**src/rtl/core/assert_macros.svh**
```systemverilog
// assertion helpers used by the rtl top level
`ifndef ASSERT_MACROS_SVH
`define ASSERT_MACROS_SVH

// same-cycle implication, disabled while in reset
`define SPS_ASSERT_IMP(lbl, clk, rst_n, ante, cons) \
    lbl: assert property (@(posedge clk) disable iff (!rst_n) (ante) |-> (cons)) \
        else $error("same-cycle check failed");

// next-cycle implication, disabled while in reset
`define SPS_ASSERT_NEXT(lbl, clk, rst_n, ante, cons) \
    lbl: assert property (@(posedge clk) disable iff (!rst_n) (ante) |=> (cons)) \
        else $error("next-cycle check failed");

`endif

```
**src/rtl/core/h264sps_pkg.sv**
```systemverilog
`default_nettype none

package h264sps_pkg;

    // defaults for the top level parameters
    localparam int HEADER_SKIP_BYTES_DEF = 3;
    localparam int MAX_GOLOMB_BITS_DEF   = 32;

    // byte queue between front and back
    localparam int QUEUE_DEPTH = 2;

    // field widths
    localparam int DATA_W   = 8;
    localparam int STATUS_W = 2;
    localparam int SIZE_W   = 5;
    localparam int POC_W    = 2;

    // size field handling
    localparam int                MINUS4_MAX     = 12;
    localparam logic [SIZE_W-1:0] SIZE_BIAS      = 5'd4;
    localparam logic [SIZE_W-1:0] SIZE_SAT       = 5'd16;
    localparam logic [SIZE_W-1:0] FRAME_NUM_RST  = 5'd4;
    localparam logic [SIZE_W-1:0] POC_LSB_RST    = 5'd5;

    // syntax element being read
    typedef enum logic [3:0] {
        FS_SPS_ID,
        FS_FRAME_NUM,
        FS_POC_TYPE,
        FS_POC_LSB,
        FS_DELTA_FLAG,
        FS_OFF_NONREF,
        FS_OFF_TOPBOT,
        FS_CYCLE_LEN,
        FS_CYCLE_ENTRY,
        FS_REF_COUNT,
        FS_GAP_FLAG,
        FS_WIDTH,
        FS_HEIGHT,
        FS_MBS_ONLY
    } field_step_t;

    // result status codes
    typedef enum logic [STATUS_W-1:0] {
        ST_OK,
        ST_BAD_POC,
        ST_TRUNC,
        ST_SIZE
    } status_t;

    // picture order count type as reported
    typedef enum logic [POC_W-1:0] {
        POC_T0,
        POC_T1,
        POC_T2,
        POC_BAD
    } poc_kind_t;

    // bit engine states
    typedef enum logic [1:0] {
        B_IDLE,
        B_BITS,
        B_LAST
    } back_state_t;

    // one queued byte, tagged by the front
    typedef struct packed {
        logic [DATA_W-1:0] data_byte;
        logic              last_byte;
        logic              skip;
    } q_entry_t;

    // queue occupancy flags
    typedef struct packed {
        logic full;
        logic empty;
    } q_flags_t;

endpackage

`default_nettype wire

```
**src/rtl/core/h264sps_queue.sv**
```systemverilog
`default_nettype none

module h264sps_queue import h264sps_pkg::*;
(
    input  logic     clk,
    input  logic     rst_n,
    input  logic     push,
    input  q_entry_t wr_data,
    input  logic     pop,
    output q_entry_t rd_data,
    output q_flags_t flags
);

    localparam int PTR_W = (QUEUE_DEPTH > 1) ? $clog2(QUEUE_DEPTH) : 1;
    localparam int CNT_W = $clog2(QUEUE_DEPTH + 1);
    localparam logic [PTR_W-1:0] PTR_LAST = PTR_W'(QUEUE_DEPTH - 1);
    localparam logic [CNT_W-1:0] CNT_FULL = CNT_W'(QUEUE_DEPTH);

    q_entry_t         slot_reg [QUEUE_DEPTH];
    logic [PTR_W-1:0] wr_ptr_reg;
    logic [PTR_W-1:0] wr_ptr_next;
    logic [PTR_W-1:0] rd_ptr_reg;
    logic [PTR_W-1:0] rd_ptr_next;
    logic [CNT_W-1:0] count_reg;
    logic [CNT_W-1:0] count_next;

    // occupancy
    assign flags.full  = (count_reg == CNT_FULL);
    assign flags.empty = (count_reg == '0);
    assign rd_data     = slot_reg[rd_ptr_reg];

    // pointer and count update
    always_comb
    begin
        wr_ptr_next = wr_ptr_reg;
        rd_ptr_next = rd_ptr_reg;
        count_next  = count_reg;
        if (push)
        begin
            wr_ptr_next = (wr_ptr_reg == PTR_LAST) ? '0 : wr_ptr_reg + PTR_W'(1);
        end
        if (pop)
        begin
            rd_ptr_next = (rd_ptr_reg == PTR_LAST) ? '0 : rd_ptr_reg + PTR_W'(1);
        end
        if (push && !pop)
        begin
            count_next = count_reg + CNT_W'(1);
        end
        else if (pop && !push)
        begin
            count_next = count_reg - CNT_W'(1);
        end
    end

    always_ff @(posedge clk or negedge rst_n)
    begin
        if (!rst_n)
        begin
            wr_ptr_reg <= '0;
            rd_ptr_reg <= '0;
            count_reg  <= '0;
        end
        else
        begin
            wr_ptr_reg <= wr_ptr_next;
            rd_ptr_reg <= rd_ptr_next;
            count_reg  <= count_next;
        end
    end

    // storage
    always_ff @(posedge clk)
    begin
        if (push)
        begin
            slot_reg[wr_ptr_reg] <= wr_data;
        end
    end

endmodule

`default_nettype wire

```
**config.mk**
```make
export PLATFORM = sky130hd
export DESIGN_NAME = h264sps_queue
export DESIGN_NICKNAME = d
export VERILOG_FILES = /design/src/rtl/core/assert_macros.svh /design/src/rtl/core/h264sps_pkg.sv /design/src/rtl/core/h264sps_queue.sv
export SDC_FILE = /design/constraint.sdc
export NUM_CORES = 1
export LEC_CHECK = 0
export BUFFER_PORTS_ARGS = -buffer_cell sky130_fd_sc_hd__buf_2
export CAP_MARGIN = 20
export CORE_MARGIN = 2
export CORE_UTILIZATION = 49
export DETAILED_ROUTE_END_ITERATION = 7
export GPL_TIMING_DRIVEN = 0
export PLACE_DENSITY = 0.75
export RECOVER_POWER = 25
export SYNTH_ARGS = -nofsm -noshare
export SYNTH_HDL_FRONTEND = slang
export SYNTH_SLANG_ARGS = --single-unit
```
**constraint.sdc**
```tcl
create_clock -name clk -period 2.1 [get_ports clk]
set_clock_uncertainty 0.2 [all_clocks]
set_input_delay 0 -clock clk [delete_from_list [all_inputs] [get_ports clk]]
set_output_delay 0 -clock clk [all_outputs]
set_load 0.01 [all_outputs]
```
==> reports/metrics.csv <==
stage,metric,value,unit
outcome,outcome,"complete, no violations",
place,place_congestion,0.610,
clocking,h-tree-depth,1,
drt,postRouteAntennaNets,0,
synth,synth_area_leaders,"edfxtp_1, mux2_4, dfrtp_1",
power_and_ir_drop,combPwrFrac,36.3,%
power_and_ir_drop,netSwitchingPower,0.408,mW
global_routing,grt-ovfl-total,0,
synth,yosysWarnings,0,
synth,netlist.area_leader.share,63.4,%
finish,antenna_cells,0,
global_routing,grt_pass1_wl,2.10,mm
drt,drt-initial-drc-count,5,
drt,vias,526,
die,rows,15,
timing,fin_crit_sh,79.8,%
finish,nets,106,
synth,synth_seq_cells,24,
critical_path,crit_slowest_cell,nor2b_1,
place,post-place-ws,0.374,ns
flow_run,maxCapViolations,0,
drt,routedWlPerCell,12.8,microns
die,boundaryPins,26,
global_routing,antenna_found_initial,0,
die,start_util,53.7,%
die,die_w,48.0,microns
critical_path,arrival,1.41,ns
critical_path,critPathRequiredTime,1.84,ns
timing,min_period,1.68,ns
drt,drt-vias-per-instance,4.57,
synth,synth_top_cell_by_area,edfxtp_1,
critical_path,rr_startpoint,wr_ptr_reg,
die,die_area,2300,sq um
die,fp.dieH,48.0,microns
power_and_ir_drop,vdd_drop_max,0.735,mV
clocking,cts_tree,yes,
min_path,hold_path_depth,2,
finish,layout-drive-gt1-share,40.0,%
timing,setup_viol_count_final,0,
min_path,min_from,wr_data[3],
timing,hold_viol_final,0,
drt,finalWirelength,1.47,mm
place,port_buffers,25,
drt,firstDrtPassIters,3,
timing,tightest_slew,0.873,ns
timing,drv_slew,0,
synth,synth_cell_types,13,
critical_path,path_class,register to register,
timing,max_freq,596,MHz
finish,largest_register_ffs,20,
timing,final.setup.tns,0,ns
synth,syn-cell-area,947,sq um
finish,final_common_cell,buf_2,
finish,layout-area-overhead-vs-synth,33.6,%
drt,drc,0,
power_and_ir_drop,clockPowerShare,13.7,%
finish,nFillCells,134,
critical_path,startpoint_type,register,
clocking,clk_latency,0.29,ns
critical_path,slowest_delay,0.69,ns
timing,holdWs,0.216,ns
synth,synth_nets,62,
synth,synth.avg_cell_area,20.2,sq um
critical_path,critPathMaxFanout,10,
power_and_ir_drop,seq_power_share,50.0,%
critical_path,ff2ff_setup_slack,0.42,ns
clocking,clk_pin_slew_worst_paths,0.12,ns
place,post-dp-hpwl,989,microns
critical_path,ff2ff_path_depth,1,
global_routing,track_usage,14.3,%
critical_path,endpoint_kind,register,
critical_path,worst_r2r_endpoint,slot_reg[0][6],
timing,rsz0062_at_grt,false,
clocking,cts-root-buf,clkbuf_4,
min_path,holdPathEnd,slot_reg[0][3],
clocking,cts_buffer_depth,2,
power_and_ir_drop,power_density,1110,nW/um^2
timing,slew_headroom,41.7,%
synth,ys_seq_area_share,74.0,%
global_routing,grt_pass1_vias,497,
clocking,cts-buffers-inserted,3,
critical_path,crit_buf_inv,0,
power_and_ir_drop,switching_share,29.0,%
synth,netlist_instances,47,
global_routing,grt_max_degree,14,
power_and_ir_drop,power_leakage,0.529,nW
clocking,cts_sinks,24,
die,core,1760,sq um
finish,final_cell_mix,"buf_2, edfxtp_1, dlygate4sd3_1",
critical_path,crit_family,simple AND/OR/NAND/NOR gates,
critical_path,path_cells,nor2b_1,
timing,fin_ws,0.424,ns
power_and_ir_drop,intPower,0.996,mW
min_path,hold_class,primary input to register,
-- timing repair --
item	in CTS	in global routing
hold endpoints to repair	27	0
setup buffers	0	0
hold buffers	14	0
resized for setup	0	0
-- logic make-up after synthesis --
family | synth area share (%)
mux | 15.5
flops | 74.0
xor+xnor | 4.62
fa+ha+maj | 1.32
buf+inv | 1.58
simple gates | 3.04
-- synth_stat cells --
master / instances
mux2_4: 9
nor2b_1: 1
mux2_2: 1
xnor2_1: 1
dfrtp_1: 4
edfxtp_1: 20
and2_1: 1
buf_6: 1
and2b_2: 1
nor2_1: 2
xor2_1: 4
inv_1: 1
ha_1: 1
-- metal layers --
layer / vias to the layer above / GRT usage [%] / routed length (microns)
li1: 263 / - / -
met2: 14 / 25.6 / 790
met3: 2 / 2.26 / 63
met1: 247 / 17.5 / 609
met5: - / 0 / 0
met4: 0 / 4.86 / 4
-- final cells by class --
type	count	area [sq um]	share of cell area [%]
inverters	1	3.75	0.297
multi-input cells	21	231	18.3
repair buffers	39	260	20.6
well taps	25	31.3	2.47
plain buffers	1	11.3	0.890
flip-flops and latches	24	701	55.4
clock inverters	1	3.75	0.297
clock buffers	3	22.5	1.78
-- power groups by stage --
stage          registers, mW  logic [mW]  clock network [mW]
6_report               0.701       0.510               0.192
5_1_grt                0.714       0.560               0.216
4_1_cts                0.703       0.523               0.196
3_5_place_dp           0.714       0.502                   0
3_3_place_gp           0.704       0.493                   0
2_1_floorplan          0.697       0.356                   0
-- worst max-delay path by stage --
stage                    start              to  slack [ns]  depth (start not counted)
detailed placement  wr_ptr_reg  slot_reg[0][3]        0.37                          1
global route        wr_ptr_reg  slot_reg[0][6]        0.30                          1
finish              wr_ptr_reg  slot_reg[0][6]        0.42                          1
global placement    wr_ptr_reg  slot_reg[0][2]        0.40                          1
floorplan           wr_ptr_reg  slot_reg[0][0]        0.65                          1
CTS                 wr_ptr_reg  slot_reg[0][6]        0.36                          1
-- stage by stage --
step                instance area (sq um)  power, mW  std cells  utilization, %
global route                         1260       1.49        115            71.7
finish                               1260       1.40        115            71.7
floorplan                             947       1.05         47               -
global placement                     1100       1.20         97            62.6
detailed placement                   1100       1.22         97            62.6
CTS                                  1270       1.42        115            72.0
No activity file was read; power rests on OpenSTA's default activity.
